===== src/rtl/upq_pkg.sv =====
// shared types and constants for the unsorted array priority queue
// no dependencies; imported by upq_ctrl, upq_datapath and the top level
`default_nettype none

package upq_pkg;

  localparam int unsigned KEY_BITS    = 32;
  localparam int unsigned PRIO_BITS   = 16;
  localparam int unsigned CMD_BITS    = 3;
  localparam int unsigned STATUS_BITS = 3;
  localparam int unsigned COUNT_BITS  = 7;

  // command codes; codes above query act as query
  localparam logic [CMD_BITS-1:0] CMD_ENQUEUE = 3'd0;
  localparam logic [CMD_BITS-1:0] CMD_DEQUEUE = 3'd1;
  localparam logic [CMD_BITS-1:0] CMD_CHANGE  = 3'd2;
  localparam logic [CMD_BITS-1:0] CMD_CLEAR   = 3'd3;
  localparam logic [CMD_BITS-1:0] CMD_QUERY   = 3'd4;

  localparam logic [STATUS_BITS-1:0] STATUS_OK         = 3'd0;
  localparam logic [STATUS_BITS-1:0] STATUS_EMPTY      = 3'd1;
  localparam logic [STATUS_BITS-1:0] STATUS_NOT_FOUND  = 3'd2;
  localparam logic [STATUS_BITS-1:0] STATUS_NOT_URGENT = 3'd3;
  localparam logic [STATUS_BITS-1:0] STATUS_FULL       = 3'd4;

  typedef struct packed {
    logic [CMD_BITS-1:0]         cmd;
    logic [KEY_BITS-1:0]         key_value;
    logic signed [PRIO_BITS-1:0] prio;
  } in_t;

  typedef struct packed {
    logic [STATUS_BITS-1:0]      status;
    logic [KEY_BITS-1:0]         removed_value;
    logic [KEY_BITS-1:0]         head_value;
    logic signed [PRIO_BITS-1:0] head_prio;
    logic [COUNT_BITS-1:0]       entry_count;
    logic                        is_empty;
  } out_t;

  typedef struct packed {
    logic [KEY_BITS-1:0]         value;
    logic signed [PRIO_BITS-1:0] prio;
  } entry_t;

  typedef enum logic [2:0] {
    S_IDLE,
    S_EXEC,
    S_SHIFT,
    S_MIN,
    S_MATCH,
    S_FINISH
  } state_e;

  typedef enum logic [2:0] {
    DP_IDLE,
    DP_LOAD,
    DP_EXEC,
    DP_SHIFT,
    DP_MIN,
    DP_MATCH,
    DP_EMIT
  } dp_op_e;

  typedef struct packed {
    dp_op_e op;
  } ctl_t;

  typedef struct packed {
    logic [CMD_BITS-1:0] cmd;
    logic                count_zero;
    logic                sweep_done;
    logic                hit;
    logic                out_free;
  } sts_t;

endpackage

`default_nettype wire


===== src/rtl/upq_datapath.sv =====
// datapath: entry memory, fill count, sweep pointer, cached head and output register
// depends on upq_pkg; driven by upq_ctrl through ctl_t, reports through sts_t
`default_nettype none

module upq_datapath #(
  parameter int unsigned CAPACITY = 64
) (
  input  logic          clk_i,
  input  logic          rst_ni,
  input  upq_pkg::in_t  in_data_i,
  input  logic          out_stall_i,
  output logic          out_valid_o,
  output upq_pkg::out_t out_data_o,
  input  upq_pkg::ctl_t ctl_i,
  output upq_pkg::sts_t sts_o
);
  import upq_pkg::*;

  localparam int unsigned AW = $clog2(CAPACITY);
  localparam int unsigned CW = $clog2(CAPACITY + 1);

  entry_t                      mem_q [CAPACITY];
  in_t                         req_q;
  logic [CW-1:0]               count_q, count_d;
  logic [CW-1:0]               idx_q, idx_d;
  logic                        pend_q;
  logic [AW-1:0]               pend_idx_q;
  entry_t                      rd_q;
  logic [KEY_BITS-1:0]         head_value_q, head_value_d;
  logic signed [PRIO_BITS-1:0] head_prio_q, head_prio_d;
  logic [AW-1:0]               head_idx_q, head_idx_d;
  logic [STATUS_BITS-1:0]      status_q, status_d;
  logic [KEY_BITS-1:0]         removed_q, removed_d;
  logic                        out_valid_q;
  out_t                        out_q, out_next;

  logic                        sweep, rd_en, sweep_done, hit, out_free, emit;
  logic [AW-1:0]               rd_addr;
  logic                        wr_en;
  logic [AW-1:0]               wr_addr;
  entry_t                      wr_data;
  logic signed [PRIO_BITS-1:0] rd_prio, req_prio;
  logic                        enq_better, min_better, chg_better;

  assign rd_prio  = rd_q.prio;
  assign req_prio = req_q.prio;

  assign sweep      = (ctl_i.op == DP_SHIFT) || (ctl_i.op == DP_MIN) || (ctl_i.op == DP_MATCH);
  assign rd_en      = sweep && (idx_q < count_q);
  assign rd_addr    = idx_q[AW-1:0];
  assign sweep_done = !rd_en && !pend_q;
  assign hit        = (ctl_i.op == DP_MATCH) && pend_q && (rd_q.value == req_q.key_value);
  assign out_free   = !out_valid_q || !out_stall_i;
  assign emit       = (ctl_i.op == DP_EMIT) && out_free;

  // ordering is priority, then value, then position in the array
  assign enq_better = (req_prio < head_prio_q) ||
                      ((req_prio == head_prio_q) && (req_q.key_value < head_value_q));
  assign min_better = (rd_prio < head_prio_q) ||
                      ((rd_prio == head_prio_q) && (rd_q.value < head_value_q));
  assign chg_better = (req_prio < head_prio_q) ||
                      ((req_prio == head_prio_q) && ((rd_q.value < head_value_q) ||
                       ((rd_q.value == head_value_q) && (pend_idx_q < head_idx_q))));

  always_comb begin
    count_d      = count_q;
    idx_d        = idx_q;
    head_value_d = head_value_q;
    head_prio_d  = head_prio_q;
    head_idx_d   = head_idx_q;
    status_d     = status_q;
    removed_d    = removed_q;
    wr_en        = 1'b0;
    wr_addr      = count_q[AW-1:0];
    wr_data      = '{value: req_q.key_value, prio: req_prio};
    if (rd_en) begin
      idx_d = idx_q + 1'b1;
    end
    unique case (ctl_i.op)
      DP_EXEC: begin
        status_d  = STATUS_OK;
        removed_d = '0;
        priority if (req_q.cmd == CMD_ENQUEUE) begin
          if (count_q == CW'(CAPACITY)) begin
            status_d = STATUS_FULL;
          end else begin
            wr_en   = 1'b1;
            count_d = count_q + 1'b1;
            if ((count_q == '0) || enq_better) begin
              head_value_d = req_q.key_value;
              head_prio_d  = req_prio;
              head_idx_d   = count_q[AW-1:0];
            end
          end
        end else if (req_q.cmd == CMD_DEQUEUE) begin
          if (count_q == '0) begin
            status_d = STATUS_EMPTY;
          end else begin
            // the head is the entry that leaves; later entries move down from there
            removed_d = head_value_q;
            idx_d     = CW'(head_idx_q) + 1'b1;
          end
        end else if (req_q.cmd == CMD_CHANGE) begin
          idx_d = '0;
          if (count_q == '0) begin
            status_d = STATUS_NOT_FOUND;
          end
        end else if (req_q.cmd == CMD_CLEAR) begin
          count_d = '0;
        end else begin
          // query and the unused codes change nothing
        end
      end
      DP_SHIFT: begin
        if (pend_q) begin
          wr_en   = 1'b1;
          wr_addr = pend_idx_q - 1'b1;
          wr_data = rd_q;
        end
        if (sweep_done) begin
          count_d = count_q - 1'b1;
          idx_d   = '0;
        end
      end
      DP_MIN: begin
        if (pend_q && ((pend_idx_q == '0) || min_better)) begin
          head_value_d = rd_q.value;
          head_prio_d  = rd_prio;
          head_idx_d   = pend_idx_q;
        end
      end
      DP_MATCH: begin
        if (hit) begin
          if (rd_prio >= req_prio) begin
            wr_en    = 1'b1;
            wr_addr  = pend_idx_q;
            wr_data  = '{value: rd_q.value, prio: req_prio};
            status_d = STATUS_OK;
            if (pend_idx_q == head_idx_q) begin
              head_prio_d = req_prio;
            end else if (chg_better) begin
              head_value_d = rd_q.value;
              head_prio_d  = req_prio;
              head_idx_d   = pend_idx_q;
            end
          end else begin
            status_d = STATUS_NOT_URGENT;
          end
        end else if (sweep_done) begin
          status_d = STATUS_NOT_FOUND;
        end
      end
      default: begin
      end
    endcase
  end

  always_comb begin
    out_next.status        = status_q;
    out_next.removed_value = removed_q;
    out_next.head_value    = (count_q == '0) ? '0 : head_value_q;
    out_next.head_prio     = (count_q == '0) ? '0 : head_prio_q;
    out_next.entry_count   = COUNT_BITS'(count_q);
    out_next.is_empty      = (count_q == '0);
  end

  always_ff @(posedge clk_i or negedge rst_ni) begin
    if (!rst_ni) begin
      count_q     <= '0;
      idx_q       <= '0;
      pend_q      <= 1'b0;
      out_valid_q <= 1'b0;
    end else begin
      count_q <= count_d;
      idx_q   <= idx_d;
      pend_q  <= rd_en;
      if (emit) begin
        out_valid_q <= 1'b1;
      end else if (!out_stall_i) begin
        out_valid_q <= 1'b0;
      end
    end
  end

  always_ff @(posedge clk_i) begin
    if (ctl_i.op == DP_LOAD) begin
      req_q <= in_data_i;
    end
    pend_idx_q   <= rd_addr;
    head_value_q <= head_value_d;
    head_prio_q  <= head_prio_d;
    head_idx_q   <= head_idx_d;
    status_q     <= status_d;
    removed_q    <= removed_d;
    if (emit) begin
      out_q <= out_next;
    end
  end

  // entry memory: one write port, one registered read port
  always_ff @(posedge clk_i) begin
    if (wr_en) begin
      mem_q[wr_addr] <= wr_data;
    end
    if (rd_en) begin
      rd_q <= mem_q[rd_addr];
    end
  end

  assign out_valid_o = out_valid_q;
  assign out_data_o  = out_q;

  assign sts_o.cmd        = req_q.cmd;
  assign sts_o.count_zero = (count_q == '0);
  assign sts_o.sweep_done = sweep_done;
  assign sts_o.hit        = hit;
  assign sts_o.out_free   = out_free;

  a_count_bound: assert property (@(posedge clk_i) disable iff (!rst_ni)
    count_q <= CW'(CAPACITY))
    else $error("fill count above capacity");

  a_read_in_range: assert property (@(posedge clk_i) disable iff (!rst_ni)
    pend_q |-> (CW'(pend_idx_q) < count_q))
    else $error("read of a slot at or above the fill count");

  a_head_in_range: assert property (@(posedge clk_i) disable iff (!rst_ni)
    ((ctl_i.op == DP_MIN) && sweep_done && (count_q != '0)) |=> (CW'(head_idx_q) < count_q))
    else $error("head index outside the filled slots after rescan");

  a_emit_loads: assert property (@(posedge clk_i) disable iff (!rst_ni)
    emit |=> out_valid_q)
    else $error("result word not presented after emit");

endmodule

`default_nettype wire


===== src/rtl/upq_ctrl.sv =====
// controller state machine: sequences load, execute, shift, rescan, match and emit
// depends on upq_pkg; commands upq_datapath through ctl_t
`default_nettype none

module upq_ctrl (
  input  logic          clk_i,
  input  logic          rst_ni,
  input  logic          in_valid_i,
  output logic          in_stall_o,
  input  upq_pkg::sts_t sts_i,
  output upq_pkg::ctl_t ctl_o
);
  import upq_pkg::*;

  state_e state_q, state_d;

  always_ff @(posedge clk_i or negedge rst_ni) begin
    if (!rst_ni) begin
      state_q <= S_IDLE;
    end else begin
      state_q <= state_d;
    end
  end

  always_comb begin
    state_d    = state_q;
    ctl_o.op   = DP_IDLE;
    in_stall_o = 1'b1;
    unique case (state_q)
      S_IDLE: begin
        in_stall_o = 1'b0;
        if (in_valid_i) begin
          ctl_o.op = DP_LOAD;
          state_d  = S_EXEC;
        end
      end
      S_EXEC: begin
        ctl_o.op = DP_EXEC;
        priority if ((sts_i.cmd == CMD_DEQUEUE) && !sts_i.count_zero) begin
          state_d = S_SHIFT;
        end else if ((sts_i.cmd == CMD_CHANGE) && !sts_i.count_zero) begin
          state_d = S_MATCH;
        end else begin
          state_d = S_FINISH;
        end
      end
      S_SHIFT: begin
        ctl_o.op = DP_SHIFT;
        if (sts_i.sweep_done) begin
          state_d = S_MIN;
        end
      end
      S_MIN: begin
        ctl_o.op = DP_MIN;
        if (sts_i.sweep_done) begin
          state_d = S_FINISH;
        end
      end
      S_MATCH: begin
        ctl_o.op = DP_MATCH;
        if (sts_i.hit || sts_i.sweep_done) begin
          state_d = S_FINISH;
        end
      end
      S_FINISH: begin
        ctl_o.op = DP_EMIT;
        if (sts_i.out_free) begin
          state_d = S_IDLE;
        end
      end
      default: begin
        state_d = S_IDLE;
      end
    endcase
  end

endmodule

`default_nettype wire


===== src/rtl/unsorted_array_priority_queue_core.sv =====
// Min-priority queue over an insertion-ordered array of (value, priority) entries.
// Input channel: in_valid_i / in_stall_o carry one command word (enqueue, dequeue,
// change priority, clear, query). Output channel: out_valid_o / out_stall_i carry
// one result word per command: status, removed value, head, entry count, empty flag.
// One command is worked at a time; the entry memory has a single read and a
// single write port and every sweep reads one slot per cycle.
//   enqueue, clear, query, and any command that fails at once: load, execute, emit
//   change priority: load, execute, linear search for the first match, emit
//   dequeue: load, execute, shift of the later entries, rescan for the new head, emit
// The input side takes a new word while the previous result still waits in the
// output register; a stalled result holds its word and only holds up the end of
// the following command.
// Reset empties the queue and drops any pending result; the entry memory is not
// cleared and needs no start-up pass.
// Depends on upq_pkg, upq_ctrl and upq_datapath.
`default_nettype none

module unsorted_array_priority_queue_core #(
  parameter int unsigned CAPACITY = 64
) (
  input  logic          clk_i,
  input  logic          rst_ni,
  input  logic          in_valid_i,
  output logic          in_stall_o,
  input  upq_pkg::in_t  in_data_i,
  output logic          out_valid_o,
  input  logic          out_stall_i,
  output upq_pkg::out_t out_data_o
);
  import upq_pkg::*;

  ctl_t ctl;
  sts_t sts;

  upq_ctrl u_ctrl (
    .clk_i      (clk_i),
    .rst_ni     (rst_ni),
    .in_valid_i (in_valid_i),
    .in_stall_o (in_stall_o),
    .sts_i      (sts),
    .ctl_o      (ctl)
  );

  upq_datapath #(
    .CAPACITY (CAPACITY)
  ) u_datapath (
    .clk_i       (clk_i),
    .rst_ni      (rst_ni),
    .in_data_i   (in_data_i),
    .out_stall_i (out_stall_i),
    .out_valid_o (out_valid_o),
    .out_data_o  (out_data_o),
    .ctl_i       (ctl),
    .sts_o       (sts)
  );

endmodule

`default_nettype wire


===== config.mk =====
export PLATFORM = sky130hd
export DESIGN_NAME = unsorted_array_priority_queue_core
export DESIGN_NICKNAME = d
export VERILOG_FILES = /design/src/rtl/upq_pkg.sv /design/src/rtl/upq_datapath.sv /design/src/rtl/upq_ctrl.sv /design/src/rtl/unsorted_array_priority_queue_core.sv
export SDC_FILE = /design/constraint.sdc
export NUM_CORES = 2
export LEC_CHECK = 0
export BUFFER_PORTS_ARGS = -buffer_cell sky130_fd_sc_hd__buf_2
export CAP_MARGIN = 5
export CORE_ASPECT_RATIO = 0.7
export CORE_MARGIN = 1
export CORE_UTILIZATION = 55
export CTS_CLUSTER_SIZE = 12
export DETAILED_ROUTE_END_ITERATION = 8
export PLACE_DENSITY = 0.71
export RECOVER_POWER = 50
export REMOVE_ABC_BUFFERS = 1
export SLEW_MARGIN = 20
export SYNTH_ARGS = -nofsm -noshare
export SYNTH_HDL_FRONTEND = slang
export SYNTH_SLANG_ARGS = --single-unit

===== constraint.sdc =====
create_clock -name clk_i -period 9.27 [get_ports clk_i]
set_clock_uncertainty 0.15 [all_clocks]
set_input_delay 1.3905 -clock clk_i [delete_from_list [all_inputs] [get_ports clk_i]]
set_output_delay 1.3905 -clock clk_i [all_outputs]
set_load 0.05 [all_outputs]

==> run metrics <==
status complete, but fails checks; failing checks DRC, capacitance limit, slew limit; clock sink count ~3.4k; post-route cell area between 100000 and 150000 µm²; I/O Buffers 147; Routed Antenna Nets 0; CP Data Required Time between 9 and 10 ns; critical path capture point type flip-flop; FF-to-FF Start u_datapath.rd_prio[0]; grt ovf 0; Root Driver clkbuf_16; Synth top area share around three quarters; synthesized area per cell 23.4 µm²; register bit count reported by yosys approximately 3.4k; final wirelength about 350000 µm; PwrDens 255 nW/µm²; critical path data arrival time between 7 and 8 ns; DP HPWL between 200000 and 250000 µm; initial antenna violation count 35; slew margin rel. -207%; Total GRT Usage 29.4%; # fillers between 15k and 20k; Die ar. between 200000 and 250000 µm²; Hold Path Origin u_datapath.removed_q[3]; Gates resized, CTS repair 0; H-tree depth 5; synthesized cell area roughly 130000 µm²; fmax roughly 140 MHz; maximum VDD drop approximately 0.2 mV; Crit Path Max Fanout 64; share of post-route cells with drive strength above 1 27.3%; Gate Count Post-Synth between 5k and 6k; Die Ht 411 µm; Comb power frac around a fifth; R2R Setup Slk 2.08 ns; # rows between 100 and 150; Async SR Flop Fraction less than 1%; worst min path class reg -> reg; Post-route DRC 6; clock share of power between 30% and 40%; P_int around 27000 µW; first-pass GRT wire length ~490000 µm; Initial Util 55.6%; post-synthesis sequential area ratio between 70% and 80%; Die Wd between 500 and 600 µm; reg2reg path depth 11; CP startpoint kind flip-flop; r2r endpoint u_datapath.mem_q[51][42]; Pwr Total 37200 µW; Crit Path Class reg -> reg; average wire per standard cell 38.0 µm; CP Launch Point u_datapath.rd_prio[0]; hold_buf cts 0; Hold Path Cell Cnt 0; pre-CTS WS 3.38 ns; fin crit period just over 7 ns; CTS tree built; gpl congestion approximately 0.9; Yosys Warn Count 0; largest net degree at the start of global routing around 130; Clk Latency, worst-skew pair 0.90 ns; Bufs on Longest Clock Path 4; area grow syn2layout 10.9%; Post-CTS Setup Bufs 0; Reg clk slew, reported paths approximately 0.06 ns; area of the core around 240000 µm²; distinct cell type count after synthesis 60; Slew Viols, Final about 2.4k; switching power share of the total 27.5%; post-layout util 61.6%; Final period util between 70% and 80%; hold endpoint u_datapath.out_data_o[59]; area leader, netlist edfxtp_1; vias in the first global route around 62k; Boundary Pins roughly 150; Post-synth EDFFs between 3k and 4k; predominant post-synthesis flop cell edfxtp_1; Seq pwr share 48.5%; Hold Vio Cnt, Final 0; DRT iter0 DRCs ~10k; Vias/cell 6.87; via count 64.0k; NumNets Final 6196; final worst setup slack between 2 and 2.5 ns; DP Area between 100000 and 150000 µm²; Final setup violation count 0; top-count cell post-synth edfxtp_1; most frequent cells after synthesis edfxtp_1, mux4_2, nor2_1; RSZ-0062 raised after global routing false; Max Cap Viol 55; DRT Pass-1 Iters 9; Least-Margin Pin Slew about 4.6 ns; Synth area leaders edfxtp_1, mux4_2, ha_1; Leakage roughly 0.044 µW; Psw approximately 10000 µW; TritonCTS Buffers between 300 and 400
==> registers in the layout, summed over array words and instances, names as in the netlist <==
register                 cells
u_datapath.head_value_q     32
u_datapath.idx_q             7
u_datapath.removed_q        32
u_datapath.req_prio         16
u_datapath.pend_q            1
u_datapath.status_q          3
u_datapath.head_prio_q      16
u_ctrl.state_q               3
u_datapath.sts_o             3
u_datapath.mem_q          3072
u_datapath.count_q           7
u_datapath.pend_idx_q        6
u_datapath.rd_q             32
u_datapath.head_idx_q        6
u_datapath.out_valid_o       1
u_datapath.out_data_o       91
u_datapath.req_q            32
u_datapath.rd_prio          16
==> power by group through the flow <==
stage	logic (µW)	registers, µW	clock network (µW)
finish	7130	18000	12000
global route	7430	18100	12700
CTS	7190	18000	12100
detailed placement	7150	18300	0
global placement	7130	18200	0
floorplan	7030	19300	0
==> layout by cell type (no fill, tap or decap), types with 8 or more instances in the layout <==
cell / synthesis / layout
and3_1: 8 / 8
buf_4: 2 / 108
nand2_1: 89 / 87
nand2b_1: 13 / 13
clkinv_1: 0 / 14
clkbuf_16: 0 / 337
dfrtp_1: 19 / 16
a21oi_1: 54 / 54
nand3_1: 27 / 27
buf_2: 77 / 19
mux2i_1: 8 / 8
xnor2_1: 10 / 10
inv_1: 88 / 86
clkbuf_2: 0 / 9
xor2_1: 35 / 35
nor3_1: 25 / 25
and4_1: 8 / 8
mux4_2: 1008 / 1008
o21ai_0: 55 / 50
nor4_1: 12 / 11
inv_6: 0 / 9
ha_1: 129 / 129
buf_12: 0 / 15
a21o_1: 20 / 20
nor2_4: 0 / 52
nor2b_1: 11 / 11
mux2_2: 83 / 68
nor2_1: 190 / 138
edfxtp_1: 3351 / 3351
clkbuf_1: 150 / 230
nand4_1: 24 / 24
diode_2: 0 / 22
mux2_1: 0 / 11
==> routing by layer <==
metal / vias up / track usage (%) / wire length, µm
met5: - / 0 / 80
met4: 12 / 9.39 / 12500
met3: 591 / 8.26 / 46600
met2: 4476 / 43.3 / 159000
met1: 34200 / 43.4 / 136000
li1: 24600 / - / -
==> worst max-delay path: stages (launching register included) <==
cell       delay [ns]
edfxtp_1         0.39
inv_1            0.12
ha_1             0.24
nand2b_1         0.15
a2111oi_0        0.49
nand3b_1         0.23
a32oi_1          0.33
and2_0           0.59
nor2_4           0.20
clkbuf_1         2.01
mux2_2           0.46
clkbuf_2         1.20
==> metrics by stage <==
step           instances  setup TNS (ns)  hold slack (ns)
2_1_floorplan       5360        -2481.67            0.250
3_3_place_gp        8846               0            0.252
3_5_place_dp        8846               0            0.255
4_1_cts             9285               0            0.263
5_1_grt             9301               0            0.270
6_report            9311               0            0.265
==> cell families after synthesis <==
kind of cell             share of synthesized area, %
flip-flops                                       76.9
multiplexers                                     18.0
AND/OR/NAND/NOR                                  1.50
buffers and inverters                            1.15
AO/OA/AOI/OAI                                   0.915
adder cells (fa/ha/maj)                          1.23
XOR/XNOR                                        0.299
==> worst max-delay path by stage <==
stage | end | slack, ns | depth (start not counted)
after floorplan | u_datapath.rd_prio[0] | -21.81 | 3
after global routing | u_datapath.mem_q[9][42] | 1.81 | 11
final | u_datapath.mem_q[51][42] | 2.08 | 11
after global placement | u_datapath.mem_q[59][38] | 3.44 | 11
after detailed placement | u_datapath.mem_q[59][38] | 3.38 | 11
after CTS | u_datapath.mem_q[59][21] | 3.36 | 11
==> layout make-up <==
class                   count  area [µm²]  area share (%)
diodes                     22        55.1          0.0377
clock buffers             401        8680            5.95
clock inverters            38         365           0.250
inverters                  88         330           0.226
multi-input cells        1896       29400            20.1
flip-flops and latches   3376      101000            69.4
well taps                3171        3970            2.72
repair buffers            319        1910            1.31
(Power assumes the default switching activity.)
